`src/rtl/hsrc_pkg.sv`:
```
package hsrc_pkg;

  // Input item modes.
  localparam logic [2:0] MODE_ASSIGN      = 3'd0;
  localparam logic [2:0] MODE_CLEAR       = 3'd1;
  localparam logic [2:0] MODE_PRESS       = 3'd2;
  localparam logic [2:0] MODE_RELEASE_ALL = 3'd3;
  localparam logic [2:0] MODE_SYNC        = 3'd4;

  // Slot assignment kinds.
  localparam logic [2:0] KIND_NONE     = 3'd0;
  localparam logic [2:0] KIND_KEY      = 3'd1;
  localparam logic [2:0] KIND_CONSUMER = 3'd2;
  localparam logic [2:0] KIND_BUTTON   = 3'd3;
  localparam logic [2:0] KIND_DPAD     = 3'd4;

  // Report identifiers.
  localparam logic [1:0] RID_NONE     = 2'd0;
  localparam logic [1:0] RID_KEYBOARD = 2'd1;
  localparam logic [1:0] RID_CONSUMER = 2'd2;
  localparam logic [1:0] RID_GAMEPAD  = 2'd3;

  // Usage limits.
  localparam logic [9:0] KEY_USAGE_MAX = 10'h0E7;
  localparam logic [9:0] BUTTON_MAX    = 10'd16;
  localparam logic [9:0] DPAD_MAX      = 10'd7;

  // Report layout, counted over the whole 35-byte sequence.
  localparam int unsigned KB_BYTES     = 30;
  localparam int unsigned KB_BITS      = KB_BYTES * 8;
  localparam logic [5:0]  ITEM_CONS_LO = 6'd30;
  localparam logic [5:0]  ITEM_CONS_HI = 6'd31;
  localparam logic [5:0]  ITEM_BTN_LO  = 6'd32;
  localparam logic [5:0]  ITEM_BTN_HI  = 6'd33;
  localparam logic [5:0]  ITEM_HAT     = 6'd34;
  localparam logic [7:0]  HAT_CENTER   = 8'd8;

  // One stored slot assignment.
  typedef struct packed {
    logic [2:0] kind;
    logic [9:0] usage;
    logic [7:0] mods;
  } entry_t;

  // Control toward the slot table.
  typedef struct packed {
    logic rd_en;
    logic wr_en;
    logic held_we;
    logic held_val;
    logic held_clr_all;
  } mem_ctl_t;

  typedef enum logic [2:0] {
    ST_IDLE,
    ST_EXEC,
    ST_WALK,
    ST_DRAIN,
    ST_EMIT,
    ST_RESP
  } state_e;

  // Validates an assignment against the rules of its kind.
  function automatic logic assign_ok(logic [2:0] kind, logic [9:0] usage, logic [7:0] mods);
    logic ok;
    case (kind)
      KIND_KEY:      ok = (usage <= KEY_USAGE_MAX) && ((usage != '0) || (mods != '0));
      KIND_CONSUMER: ok = (usage != '0) && (mods == '0);
      KIND_BUTTON:   ok = (usage >= 10'd1) && (usage <= BUTTON_MAX) && (mods == '0);
      KIND_DPAD:     ok = (usage <= DPAD_MAX) && (mods == '0);
      default:       ok = 1'b0;
    endcase
    return ok;
  endfunction

  // Horizontal component of a d-pad direction, clockwise from up.
  function automatic logic signed [1:0] dir_x(logic [2:0] dir);
    logic signed [1:0] v;
    case (dir)
      3'd1, 3'd2, 3'd3: v = 2'sd1;
      3'd5, 3'd6, 3'd7: v = -2'sd1;
      default:          v = 2'sd0;
    endcase
    return v;
  endfunction

  // Vertical component of a d-pad direction, negative is up.
  function automatic logic signed [1:0] dir_y(logic [2:0] dir);
    logic signed [1:0] v;
    case (dir)
      3'd0, 3'd1, 3'd7: v = -2'sd1;
      3'd3, 3'd4, 3'd5: v = 2'sd1;
      default:          v = 2'sd0;
    endcase
    return v;
  endfunction

endpackage

```
`src/rtl/hsrc_slot_mem.sv`:
```
module hsrc_slot_mem #(
  parameter int unsigned NUM_SLOTS = 16,
  parameter int unsigned IDX_W     = 4
) (
  input  logic              clk_i,
  input  logic              rst_ni,
  input  hsrc_pkg::mem_ctl_t ctl_i,
  input  logic [IDX_W-1:0]  rd_addr_i,
  input  logic [IDX_W-1:0]  wr_addr_i,
  input  hsrc_pkg::entry_t  wr_data_i,
  output hsrc_pkg::entry_t  rd_entry_o,
  output logic              rd_held_o
);

  hsrc_pkg::entry_t mem [NUM_SLOTS];
  hsrc_pkg::entry_t rd_data_q;
  logic [NUM_SLOTS-1:0] valid_q, valid_d;
  logic [NUM_SLOTS-1:0] held_q, held_d;
  logic rd_valid_q;
  logic rd_held_q;

  // Slot table storage with a registered read port.
  always_ff @(posedge clk_i) begin
    if (ctl_i.wr_en) begin
      mem[wr_addr_i] <= wr_data_i;
    end
    if (ctl_i.rd_en) begin
      rd_data_q <= mem[rd_addr_i];
    end
  end

  // Per-entry valid bits stand in for the cleared reset contents.
  always_comb begin
    valid_d = valid_q;
    if (ctl_i.wr_en) begin
      valid_d[wr_addr_i] = 1'b1;
    end
  end

  // Held bits live in flops so that a release-all clears them all at once.
  always_comb begin
    held_d = held_q;
    if (ctl_i.held_clr_all) begin
      held_d = '0;
    end else if (ctl_i.held_we) begin
      held_d[wr_addr_i] = ctl_i.held_val;
    end
  end

  always_ff @(posedge clk_i or negedge rst_ni) begin
    if (!rst_ni) begin
      valid_q    <= '0;
      held_q     <= '0;
      rd_valid_q <= 1'b0;
      rd_held_q  <= 1'b0;
    end else begin
      valid_q <= valid_d;
      held_q  <= held_d;
      if (ctl_i.rd_en) begin
        rd_valid_q <= valid_q[rd_addr_i];
        rd_held_q  <= held_q[rd_addr_i];
      end
    end
  end

  // An entry that was never written reads as an empty slot.
  assign rd_entry_o = rd_valid_q ? rd_data_q : '0;
  assign rd_held_o  = rd_held_q;

endmodule

```
`src/rtl/hsrc_accum.sv`:
```
module hsrc_accum (
  input  logic             clk_i,
  input  logic             clr_i,
  input  logic             en_i,
  input  hsrc_pkg::entry_t entry_i,
  input  logic             held_i,
  input  logic [5:0]       item_i,
  output logic [1:0]       report_id_o,
  output logic [4:0]       byte_index_o,
  output logic [7:0]       data_byte_o,
  output logic             last_o
);

  // Byte 0 of the keyboard report holds modifiers, key u sets bit 8 + u.
  logic [hsrc_pkg::KB_BITS-1:0] kb_q, kb_d;
  logic [9:0]        cons_q, cons_d;
  logic [15:0]       btn_q, btn_d;
  logic signed [7:0] sx_q, sx_d, sy_q, sy_d;
  logic [7:0]        key_bit;
  logic [3:0]        btn_bit;
  logic xp, xn, yp, yn;
  logic [7:0] hat;

  assign key_bit = entry_i.usage[7:0] + 8'd8;
  assign btn_bit = 4'(entry_i.usage[4:0] - 5'd1);

  // Fold one held slot into the report accumulators.
  always_comb begin
    kb_d   = kb_q;
    cons_d = cons_q;
    btn_d  = btn_q;
    sx_d   = sx_q;
    sy_d   = sy_q;
    if (clr_i) begin
      kb_d   = '0;
      cons_d = '0;
      btn_d  = '0;
      sx_d   = '0;
      sy_d   = '0;
    end else if (en_i && held_i) begin
      case (entry_i.kind)
        hsrc_pkg::KIND_KEY: begin
          kb_d[7:0] = kb_q[7:0] | entry_i.mods;
          if ((entry_i.usage != '0) && (entry_i.usage <= hsrc_pkg::KEY_USAGE_MAX)) begin
            kb_d[key_bit] = 1'b1;
          end
        end
        hsrc_pkg::KIND_CONSUMER: begin
          if (cons_q == '0) begin
            cons_d = entry_i.usage;
          end
        end
        hsrc_pkg::KIND_BUTTON: begin
          if ((entry_i.usage >= 10'd1) && (entry_i.usage <= hsrc_pkg::BUTTON_MAX)) begin
            btn_d[btn_bit] = 1'b1;
          end
        end
        hsrc_pkg::KIND_DPAD: begin
          sx_d = sx_q + 8'(hsrc_pkg::dir_x(entry_i.usage[2:0]));
          sy_d = sy_q + 8'(hsrc_pkg::dir_y(entry_i.usage[2:0]));
        end
        default: begin
        end
      endcase
    end
  end

  always_ff @(posedge clk_i) begin
    kb_q   <= kb_d;
    cons_q <= cons_d;
    btn_q  <= btn_d;
    sx_q   <= sx_d;
    sy_q   <= sy_d;
  end

  // Hat value from the signs of the summed d-pad vector.
  always_comb begin
    xp = !sx_q[7] && (sx_q != '0);
    xn = sx_q[7];
    yp = !sy_q[7] && (sy_q != '0);
    yn = sy_q[7];
    if (!xp && !xn && yn)      hat = 8'd0;
    else if (xp && yn)         hat = 8'd1;
    else if (xp && !yp && !yn) hat = 8'd2;
    else if (xp && yp)         hat = 8'd3;
    else if (!xp && !xn && yp) hat = 8'd4;
    else if (xn && yp)         hat = 8'd5;
    else if (xn && !yp && !yn) hat = 8'd6;
    else if (xn && yn)         hat = 8'd7;
    else                       hat = hsrc_pkg::HAT_CENTER;
  end

  // Map the position in the 35-byte sequence to a report byte.
  always_comb begin
    last_o = 1'b0;
    case (item_i)
      hsrc_pkg::ITEM_CONS_LO: begin
        report_id_o  = hsrc_pkg::RID_CONSUMER;
        byte_index_o = 5'd0;
        data_byte_o  = cons_q[7:0];
      end
      hsrc_pkg::ITEM_CONS_HI: begin
        report_id_o  = hsrc_pkg::RID_CONSUMER;
        byte_index_o = 5'd1;
        data_byte_o  = {6'd0, cons_q[9:8]};
      end
      hsrc_pkg::ITEM_BTN_LO: begin
        report_id_o  = hsrc_pkg::RID_GAMEPAD;
        byte_index_o = 5'd0;
        data_byte_o  = btn_q[7:0];
      end
      hsrc_pkg::ITEM_BTN_HI: begin
        report_id_o  = hsrc_pkg::RID_GAMEPAD;
        byte_index_o = 5'd1;
        data_byte_o  = btn_q[15:8];
      end
      hsrc_pkg::ITEM_HAT: begin
        report_id_o  = hsrc_pkg::RID_GAMEPAD;
        byte_index_o = 5'd2;
        data_byte_o  = hat;
        last_o       = 1'b1;
      end
      default: begin
        report_id_o  = hsrc_pkg::RID_KEYBOARD;
        byte_index_o = item_i[4:0];
        data_byte_o  = kb_q[{item_i[4:0], 3'b000} +: 8];
      end
    endcase
  end

endmodule

```
`src/rtl/hid_slot_report_composer.sv`:
```
// Button slot table that composes HID keyboard, consumer and gamepad reports.
//
// Input channel (in_valid_i/in_ready_o) carries one command transaction: assign,
// clear, press or release a slot, release all slots, or request a report sync.
// Output channel (out_valid_o/out_ready_i) carries result transactions. A
// command that sends no reports yields one result with report_id 0 and last set.
// A command that sends reports while link_up_i is high yields 35 results: 30
// keyboard bytes, 2 consumer bytes and 3 gamepad bytes, the last one flagged.
//
// With reports, the slot table is walked one entry per cycle through the memory
// read port, then the bytes follow one per cycle while the receiver takes them.
// One command is in work at a time. A new command is accepted while the final
// result still waits in the output register. When the receiver stalls, the
// output register holds its transaction and the byte sequence pauses.
// Reset empties every slot and clears all held bits at once; no clearing
// pass is needed.
module hid_slot_report_composer #(
  parameter int unsigned NUM_SLOTS         = 16,
  parameter int unsigned FIRST_SLOT_NUMBER = 1
) (
  input  logic       clk_i,
  input  logic       rst_ni,
  input  logic       in_valid_i,
  output logic       in_ready_o,
  input  logic [2:0] mode_i,
  input  logic [7:0] slot_i,
  input  logic [2:0] kind_i,
  input  logic [9:0] usage_i,
  input  logic [7:0] modifiers_i,
  input  logic       pressed_i,
  input  logic       link_up_i,
  output logic       out_valid_o,
  input  logic       out_ready_i,
  output logic       status_o,
  output logic [1:0] report_id_o,
  output logic [4:0] byte_index_o,
  output logic [7:0] data_byte_o,
  output logic       last_o
);

  localparam int unsigned IDX_W = (NUM_SLOTS > 1) ? $clog2(NUM_SLOTS) : 1;
  localparam logic [IDX_W-1:0] LAST_IDX = IDX_W'(NUM_SLOTS - 1);

  hsrc_pkg::state_e state_q, state_d;

  // Latched command.
  logic [2:0]       mode_q;
  logic [2:0]       kind_q;
  logic [9:0]       usage_q;
  logic [7:0]       mods_q;
  logic             pressed_q, link_q, ok_q;
  logic [IDX_W-1:0] idx_q;
  logic             status_q, status_d;

  logic [IDX_W-1:0] wcnt_q, wcnt_d;
  logic [5:0]       item_q, item_d;
  logic             acc_vld_q, acc_vld_d;
  logic             acc_clr;

  logic [8:0]       diff_in;
  logic             in_ok;
  logic [IDX_W-1:0] in_idx;
  logic             in_fire;

  hsrc_pkg::mem_ctl_t ctl;
  logic [IDX_W-1:0]   rd_addr;
  hsrc_pkg::entry_t   wr_data;
  hsrc_pkg::entry_t   rd_entry;
  logic               rd_held;
  logic               assigned;
  logic               send_req;

  logic [1:0] acc_id;
  logic [4:0] acc_index;
  logic [7:0] acc_byte;
  logic       acc_last;

  // Output register.
  logic       out_valid_q, out_valid_d;
  logic       out_load, out_free;
  logic       ld_status, ld_last;
  logic [1:0] ld_id;
  logic [4:0] ld_index;
  logic [7:0] ld_byte;
  logic       out_status_q, out_last_q;
  logic [1:0] out_id_q;
  logic [4:0] out_index_q;
  logic [7:0] out_byte_q;

  // Slot range check on the incoming command.
  assign diff_in = {1'b0, slot_i} - 9'(FIRST_SLOT_NUMBER);
  assign in_ok   = !diff_in[8] && (diff_in < 9'(NUM_SLOTS));
  assign in_idx  = diff_in[IDX_W-1:0];

  assign in_ready_o = (state_q == hsrc_pkg::ST_IDLE);
  assign in_fire    = in_valid_i && in_ready_o;
  assign out_free   = !out_valid_q || out_ready_i;
  assign assigned   = (rd_entry.kind != hsrc_pkg::KIND_NONE);

  always_ff @(posedge clk_i) begin
    if (in_fire) begin
      mode_q    <= mode_i;
      kind_q    <= kind_i;
      usage_q   <= usage_i;
      mods_q    <= modifiers_i;
      pressed_q <= pressed_i;
      link_q    <= link_up_i;
      ok_q      <= in_ok;
      idx_q     <= in_idx;
    end
  end

  // Sequencer: lookup, read-modify-write, then a table walk and byte emission, or a single result without a report.
  always_comb begin
    state_d   = state_q;
    status_d  = status_q;
    wcnt_d    = wcnt_q;
    item_d    = item_q;
    acc_vld_d = 1'b0;
    acc_clr   = 1'b0;
    send_req  = 1'b0;
    ctl       = '0;
    rd_addr   = wcnt_q;
    wr_data   = '0;
    out_load  = 1'b0;
    ld_status = status_q;
    ld_id     = hsrc_pkg::RID_NONE;
    ld_index  = '0;
    ld_byte   = '0;
    ld_last   = 1'b1;
    case (state_q)
      hsrc_pkg::ST_IDLE: begin
        rd_addr   = in_idx;
        ctl.rd_en = in_fire && in_ok;
        if (in_fire) begin
          state_d = hsrc_pkg::ST_EXEC;
        end
      end
      hsrc_pkg::ST_EXEC: begin
        status_d = 1'b0;
        case (mode_q)
          hsrc_pkg::MODE_ASSIGN: begin
            if (ok_q && hsrc_pkg::assign_ok(kind_q, usage_q, mods_q)) begin
              ctl.wr_en    = 1'b1;
              ctl.held_we  = 1'b1;
              wr_data.kind  = kind_q;
              wr_data.usage = usage_q;
              wr_data.mods  = mods_q;
              send_req     = 1'b1;
            end else begin
              status_d = 1'b1;
            end
          end
          hsrc_pkg::MODE_CLEAR: begin
            if (!ok_q) begin
              status_d = 1'b1;
            end else if (assigned) begin
              ctl.wr_en   = 1'b1;
              ctl.held_we = 1'b1;
              send_req    = 1'b1;
            end
          end
          hsrc_pkg::MODE_PRESS: begin
            // Stored entries were validated on assignment, so any kind means valid.
            if (!ok_q || !assigned) begin
              status_d = 1'b1;
            end else begin
              ctl.held_we  = 1'b1;
              ctl.held_val = link_q && pressed_q;
              send_req     = 1'b1;
            end
          end
          hsrc_pkg::MODE_RELEASE_ALL: begin
            ctl.held_clr_all = 1'b1;
          end
          hsrc_pkg::MODE_SYNC: begin
            send_req = 1'b1;
          end
          default: begin
          end
        endcase
        if (send_req && link_q) begin
          acc_clr = 1'b1;
          wcnt_d  = '0;
          state_d = hsrc_pkg::ST_WALK;
        end else begin
          state_d = hsrc_pkg::ST_RESP;
        end
      end
      hsrc_pkg::ST_WALK: begin
        ctl.rd_en = 1'b1;
        acc_vld_d = 1'b1;
        if (wcnt_q == LAST_IDX) begin
          state_d = hsrc_pkg::ST_DRAIN;
        end else begin
          wcnt_d = wcnt_q + 1'b1;
        end
      end
      hsrc_pkg::ST_DRAIN: begin
        // The last table entry is folded in during this cycle.
        item_d  = '0;
        state_d = hsrc_pkg::ST_EMIT;
      end
      hsrc_pkg::ST_EMIT: begin
        ld_id    = acc_id;
        ld_index = acc_index;
        ld_byte  = acc_byte;
        ld_last  = acc_last;
        if (out_free) begin
          out_load = 1'b1;
          if (acc_last) begin
            state_d = hsrc_pkg::ST_IDLE;
          end else begin
            item_d = item_q + 6'd1;
          end
        end
      end
      hsrc_pkg::ST_RESP: begin
        if (out_free) begin
          out_load = 1'b1;
          state_d  = hsrc_pkg::ST_IDLE;
        end
      end
      default: begin
        state_d = hsrc_pkg::ST_IDLE;
      end
    endcase
  end

  always_ff @(posedge clk_i or negedge rst_ni) begin
    if (!rst_ni) begin
      state_q     <= hsrc_pkg::ST_IDLE;
      status_q    <= 1'b0;
      wcnt_q      <= '0;
      item_q      <= '0;
      acc_vld_q   <= 1'b0;
      out_valid_q <= 1'b0;
    end else begin
      state_q     <= state_d;
      status_q    <= status_d;
      wcnt_q      <= wcnt_d;
      item_q      <= item_d;
      acc_vld_q   <= acc_vld_d;
      out_valid_q <= out_valid_d;
    end
  end

  // Output register keeps its transaction until the receiver takes it.
  assign out_valid_d = (out_valid_q && !out_ready_i) || out_load;

  always_ff @(posedge clk_i) begin
    if (out_load) begin
      out_status_q <= ld_status;
      out_id_q     <= ld_id;
      out_index_q  <= ld_index;
      out_byte_q   <= ld_byte;
      out_last_q   <= ld_last;
    end
  end

  hsrc_slot_mem #(
    .NUM_SLOTS (NUM_SLOTS),
    .IDX_W     (IDX_W)
  ) u_slot_mem (
    .clk_i      (clk_i),
    .rst_ni     (rst_ni),
    .ctl_i      (ctl),
    .rd_addr_i  (rd_addr),
    .wr_addr_i  (idx_q),
    .wr_data_i  (wr_data),
    .rd_entry_o (rd_entry),
    .rd_held_o  (rd_held)
  );

  hsrc_accum u_accum (
    .clk_i        (clk_i),
    .clr_i        (acc_clr),
    .en_i         (acc_vld_q),
    .entry_i      (rd_entry),
    .held_i       (rd_held),
    .item_i       (item_q),
    .report_id_o  (acc_id),
    .byte_index_o (acc_index),
    .data_byte_o  (acc_byte),
    .last_o       (acc_last)
  );

  assign out_valid_o  = out_valid_q;
  assign status_o     = out_status_q;
  assign report_id_o  = out_id_q;
  assign byte_index_o = out_index_q;
  assign data_byte_o  = out_byte_q;
  assign last_o       = out_last_q;

endmodule

```
`config.mk`:
```
export PLATFORM = sky130hd
export DESIGN_NAME = hid_slot_report_composer
export DESIGN_NICKNAME = d
export VERILOG_FILES = /design/src/rtl/hsrc_pkg.sv /design/src/rtl/hsrc_slot_mem.sv /design/src/rtl/hsrc_accum.sv /design/src/rtl/hid_slot_report_composer.sv
export SDC_FILE = /design/constraint.sdc
export NUM_CORES = 1
export LEC_CHECK = 0
export BUFFER_PORTS_ARGS = -buffer_cell sky130_fd_sc_hd__buf_2
export CORE_ASPECT_RATIO = 0.5
export CORE_MARGIN = 2
export CORE_UTILIZATION = 30
export DETAILED_ROUTE_END_ITERATION = 6
export SYNTH_ARGS = -nofsm -noshare
export SYNTH_HDL_FRONTEND = slang
export SYNTH_SLANG_ARGS = --single-unit
```
`constraint.sdc`:
```
create_clock -name clk_i -period 12.3 [get_ports clk_i]
set_clock_uncertainty 0.15 [all_clocks]
set_input_delay 1.845 -clock clk_i [delete_from_list [all_inputs] [get_ports clk_i]]
set_output_delay 1.845 -clock clk_i [all_outputs]
set_load 0.03 [all_outputs]
```
==> results of run 1 <==
-- power by group through the flow --
stage               sequential (W)  combinational, W  clock, W
floorplan                  0.00277          0.000735         0
global placement           0.00279          0.000973         0
detailed placement         0.00279          0.000983         0
CTS                        0.00274          0.000984   0.00221
global route               0.00275           0.00104   0.00231
finish                     0.00274          0.000967   0.00217
-- worst max-delay path by stage --
stage	endpoint	slack (ps)	cells after the start	from
after floorplan	u_slot_mem.mem[12][0]	7550	6	mods_q[4]
after global placement	u_slot_mem.rd_data_q[13]	7020	8	slot_i[0]
after detailed placement	u_slot_mem.rd_data_q[13]	6990	8	slot_i[0]
after CTS	u_accum.kb_q[159]	7570	8	mods_q[4]
after global routing	u_accum.kb_q[222]	7270	8	mods_q[4]
final	u_accum.kb_q[131]	7540	8	mods_q[4]
-- cell families (layout without fill, tap and decap cells) --
family	count (synthesis)	count (layout)	share of synthesized area, %
AO/OA/AOI/OAI	468	468	8.94
XOR/XNOR	21	21	0.606
adder cells (fa/ha/maj)	24	24	1.04
buffers and inverters	179	266	2.93
flip-flops	737	737	62.8
multiplexers	249	249	14.1
AND/OR/NAND/NOR	641	641	9.60
-- worst min-delay path, stage by stage (launching register included) --
cell and delay, ps:
dfxtp_1 320, a21oi_1 40, nor2_1 70
-- flip-flops by register name, summed over array words and instances (netlist names), 10 cells and up --
register and cells:
u_accum.btn_q 16, u_slot_mem.valid_q 16, u_slot_mem.rd_data_q 21, u_slot_mem.mem 336, u_accum.cons_q 10, u_accum.kb_q 240
u_slot_mem.held_q 16, usage_q 10
-- cells in the mapped netlist, drive strengths merged, types with 24 or more instances --
library cell,n,area share (%)
a21oi,295,4.9
a31oi,26,0.56
and2,32,0.66
buf,65,1.5
clkbuf,83,1.0
dfrtp,50,4.1
dfxtp,282,19
edfxtp,405,40
inv,30,0.37
mux2i,104,3.4
mux4,143,11
nand2,61,0.75
nand3,62,1.0
nor2,355,4.4
nor3,25,0.41
nor4,24,0.49
o21ai,42,0.69
-- cells in the final DEF (no fill, tap or decap), drive strengths merged, types with 7 or more instances in the layout --
master / instances
nor2: 355
inv: 32
nand4: 8
a31oi: 26
nand3b: 7
buf: 108
a222oi: 8
mux4: 143
mux2i: 104
edfxtp: 405
a211oi: 11
dfxtp: 282
ha: 22
clkbuf: 92
or4: 12
nor4: 24
o21bai: 15
xor2: 17
o22ai: 7
and2: 32
o211ai: 16
o21ai: 42
nor2b: 15
dfrtp: 50
nor3: 25
clkinv: 27
nand3: 62
nand2b: 11
nand2: 61
a21oi: 295
-- stage by stage --
step / hold slack (ps) / utilization (%)
global placement: 292 / 32.1
floorplan: 269 / -
global route: 327 / 34.4
CTS: 312 / 34.4
finish: 312 / 34.4
detailed placement: 298 / 32.1
-- cell type report --
| cell class | count | share of cell area [%] |
|---|---|---|
| sequential | 737 | 55.3 |
| clock buffer | 92 | 5.68 |
| tap | 1344 | 4.88 |
| clock inverter | 35 | 0.943 |
| timing repair buffer | 108 | 1.98 |
| multi-input combinational | 1403 | 30.9 |
| inverter | 31 | 0.337 |
-- layer usage --
layer  part of all wire (%)  wire length, um  track usage [%]  up-vias
li1                       -                -                -     8773
met1                     43            33600             20.1     9761
met2                     48            36900             23.7      607
met3                    6.1             4680             2.65      124
met4                    2.6             2050             4.55        0
met5                      0                0                0        -
==> results.yml, run 1 <==
placed_design:
  post-dp-hpwl_um: 46600
  port_buffers: 56
  placed_area_um2: 32200
  place.gp.congestion: 0.813
  pre_cts_slack_ps: 6990
  dp.cells: 3623
timing:
  layout_min_cycle_time_ps: 4760
  tightest_slew_ps: 1270
  period_share_pct: 38.7
  layout_setup_ws_ps: 7540
  setup-tns-final_ps: 0
  rsz0062_at_grt: "no"
  finalMaxSlewViolations: 0
  clock.fmax_ghz: 0.210
  relSlewSlack_pct: 14.5
  timing.final.hold_violations: 0
  setup_viol: 0
status:
  status: "finished, final reports clean"
synth:
  synthArstFlopShare_pct: 6.78
  synthesis.area_um2: 30400
  synth_edf_count: 405
  syn_nets: 2381
  syn_area_per_cell_um2: 13.1
  yosysWarnings: 0
  syn_inst: 2319
  synth_ff_type: "edfxtp_1"
  ys_seq_area_share_pct: 62.8
  synth_cell_type_count: 71
  ys_ff_latch: 737
clock_network:
  cts_setup_buffers: 0
  cts-root-buf: "clkbuf_16"
  clock-sinks: 737
  cts_hold_buf: 0
  cts_buffers: 71
  path_clk_slew_ps: 60
  insertion_delay_ps: 620
  cts_buffer_depth: 3
  ctsHtreeMaxLevel: 3
  cts_tree: "built"
  cts_resized: 0
critical_path:
  cpPeakStageDelay_ps: 760
  end_kind: "flop"
  start_kind: "flop"
  path_delay_family: "simple AND/OR/NAND/NOR gates"
  arrival_ps: 5080
  crit_buf_inv: 2
  path_max_fanout: 93
  crit_required_ps: 12620
  slowest_stage: "buf_4"
  crit_chain: "or4_1, or4_1, a221o_1, a31oi_2, and2_4, buf_4, buf_4, nor2_1"
  r2r.worst_path.cells: 8
  r2r_start: "mods_q[4]"
  timing.rr.end: "u_accum.kb_q[131]"
  r2r_setup_slack_ps: 7540
  worstSetupPathType: "reg -> reg"
final_layout:
  seq_area_um2: 19100
  final_cells: 3750
  multi_input_area_um2: 10700
  fin_area_um2: 34500
  fillCellCount: 9612
  nets: 2414
  diodes: 0
  area_growth_pct: 13.6
  drive_above_1_share_pct: 17.3
power_and_ir_drop:
  ir_drop_uv: 115
  finalPower_w: 0.00588
  power_frac_clock_pct: 37.0
  p_comb_share_pct: 16.4
  intPower_w: 0.00425
  switching_share_pct: 27.8
  leakage_nw: 11.4
  seq_power_share_pct: 46.6
  p_sw_w: 0.00163
  powerDensity_nw_per_um2: 170
floorplanning:
  core_um2: 100000
  num_io_pins: 57
  start_util_pct: 30.3
  core.rowCount: 82
  die_w_um: 454
  die_h_um: 229
  dieArea_um2: 104000
detailed_routing:
  routedWlPerCell_um: 20.6
  drc_errors: 0
  drt_iter0_drc: 1910
  routed_wl_um: 77200
  routed_via_density: 5.14
  firstDrtPassIters: 7
  ant_nets: 0
  via_count: 19300
hold_path:
  hold_class: "reg -> reg"
  min_path_cells: 2
  worstHoldEndpoint: "u_accum.kb_q[19]"
  holdCritStartpoint: "u_accum.kb_q[19]"
global_route:
  grt_max_degree: 98
  grt_usage_pct: 14.7
  grt_pass1_wl_um: 117000
  antenna_found_initial: 0
  first_global_vias: 18900
  grt.overflow.total: 0
run:
  drv_cap: 0
Power figures use the tool's default switching activity.
==> run 2, diff against run 1 <==
==> constraint.sdc (replaced) <==
create_clock -name clk_i -period 4.8 [get_ports clk_i]
set_clock_uncertainty 0.15 [all_clocks]
set_input_delay 0.72 -clock clk_i [delete_from_list [all_inputs] [get_ports clk_i]]
set_output_delay 0.72 -clock clk_i [all_outputs]
set_load 0.03 [all_outputs]
==> results.yml, run 2 (same netlist as run 1, synthesis figures left out) <==
final_layout:
  drive_above_1_share_pct: 18.0
  diodes: 0
  fillCellCount: 9659
  nets: 2445
  largest_reg_flops: 336
  final_common_cell: "edfxtp_1"
  final_cells: 3782
  largest_register: "u_slot_mem.mem"
  fin_area_um2: 34800
  final_cell_mix: "405 x edfxtp_1, 340 x nor2_1, 294 x a21oi_1"
  area_growth_pct: 14.6
  top_regs: "u_slot_mem.mem x336, u_accum.kb_q x240, u_slot_mem.rd_data_q x21"
floorplanning:
  dieArea_um2: 104000
  start_util_pct: 30.3
  core.rowCount: 82
  die_w_um: 454
  core_um2: 100000
  num_io_pins: 57
  die_h_um: 229
clock_network:
  cts_buffer_depth: 3
  ctsHtreeMaxLevel: 3
  cts_hold_buf: 0
  cts_setup_buffers: 0
  cts_resized: 0
  insertion_delay_ps: 630
  cts-root-buf: "clkbuf_16"
  clock-sinks: 737
  cts_tree: "built"
  cts_buffers: 72
  path_clk_slew_ps: 60
timing:
  period_share_pct: 78.2
  layout_min_cycle_time_ps: 3750
  finalMaxSlewViolations: 0
  clock.fmax_ghz: 0.266
  timing.final.hold_violations: 0
  rsz0062_at_grt: "no"
  setup_viol: 0
  holdWs_ps: 67.2
  relSlewSlack_pct: 17.5
  tightest_slew_ps: 1240
  setup-tns-final_ps: 0
detailed_routing:
  firstDrtPassIters: 7
  routed_wl_um: 76700
  via_count: 19400
  drt_iter0_drc: 1847
  drc_errors: 0
  ant_nets: 0
  routedWlPerCell_um: 20.3
  routed_via_density: 5.12
global_route:
  grt_max_degree: 113
  grt_busiest_layer: "met2"
  grtUsageMet2_pct: 24.4
  grt_usage_pct: 14.6
  antenna_found_initial: 4
  use_met3_pct: 2.74
  grtUsageMet1_pct: 19.2
  first_global_vias: 19200
  grt_pass1_wl_um: 117000
  grt.overflow.total: 0
critical_path:
  crit_required_ps: 5140
  slowest_stage: "or4_1"
  path_max_fanout: 112
  r2r_start: "mods_q[4]"
  start_kind: "flop"
  crit_chain: "or4_1, or4_1, a221o_1, a31oi_2, and2_4, buf_12, nor2_1"
  worstSetupPathType: "reg -> reg"
  crit_start: "mods_q[4]"
  end_kind: "flop"
  cpPeakStageDelay_ps: 630
  arrival_ps: 4090
  path_common_cell: "or4_1"
placed_design:
  dp.cells: 3653
  placed_area_um2: 32500
  place.gp.congestion: 0.818
  port_buffers: 56
  post-dp-hpwl_um: 47200
hold_path:
  hold_class: "in -> async"
power_and_ir_drop:
  leakage_nw: 11.6
  finalPower_w: 0.0152
  powerDensity_nw_per_um2: 437
  ir_drop_uv: 388
run:
  drv_cap: 0
status:
  status: "finished, final reports clean"
==> run 2: area by class of cell <==
| cell class | instances | area [um^2] | share of cell area, % |
|---|---|---|---|
| inverters | 31 | 116 | 0.334 |
| clock buffers | 101 | 2010 | 5.78 |
| flip-flops and latches | 737 | 19100 | 54.8 |
| well taps | 1344 | 1680 | 4.83 |
| multi-input cells | 1403 | 10600 | 30.6 |
| repair buffers | 138 | 983 | 2.83 |
| clock inverters | 28 | 307 | 0.881 |
==> run 2: worst paths after layout <==
path,to,slack (ps),depth (start not counted)
min in group clk_i,mode_q[1],110,1
worst min-delay path,u_slot_mem.held_q[13],70,1
max in group asynchronous,item_q[0],3610,2
worst max register to register,u_accum.kb_q[200],1050,7
worst min register to register,u_accum.kb_q[48],310,2
worst max-delay path,u_accum.kb_q[200],1050,7
==> run 2: power breakdown <==
| part | switching [W] | internal (W) | leakage (nW) |
|---|---|---|---|
| clock | 0.00241 | 0.00322 | 1.14 |
| combinational | 0.00157 | 0.000952 | 4.64 |
| sequential | 0.000265 | 0.00680 | 5.81 |
==> run 2: routing by layer <==
metal	wire, um	up-vias
met3	4200	126
met5	11	-
met1	33100	9851
met4	1950	2
li1	-	8833
met2	37500	550
==> run 2: critical path: cells and delay by family, from the launching register on <==
kind,cells,cell delay [ps]
flip-flops,1,390
AO/OA/AOI/OAI,2,800
AND/OR/NAND/NOR,4,1740
buffers and inverters,1,410
==> run 2: through the flow <==
stage | utilization [%] | worst slack [ps]
2_1_floorplan | - | 55.0
3_3_place_gp | 32.4 | 1150
3_5_place_dp | 32.4 | 1100
4_1_cts | 34.7 | 1070
5_1_grt | 34.7 | 938
6_report | 34.7 | 1050
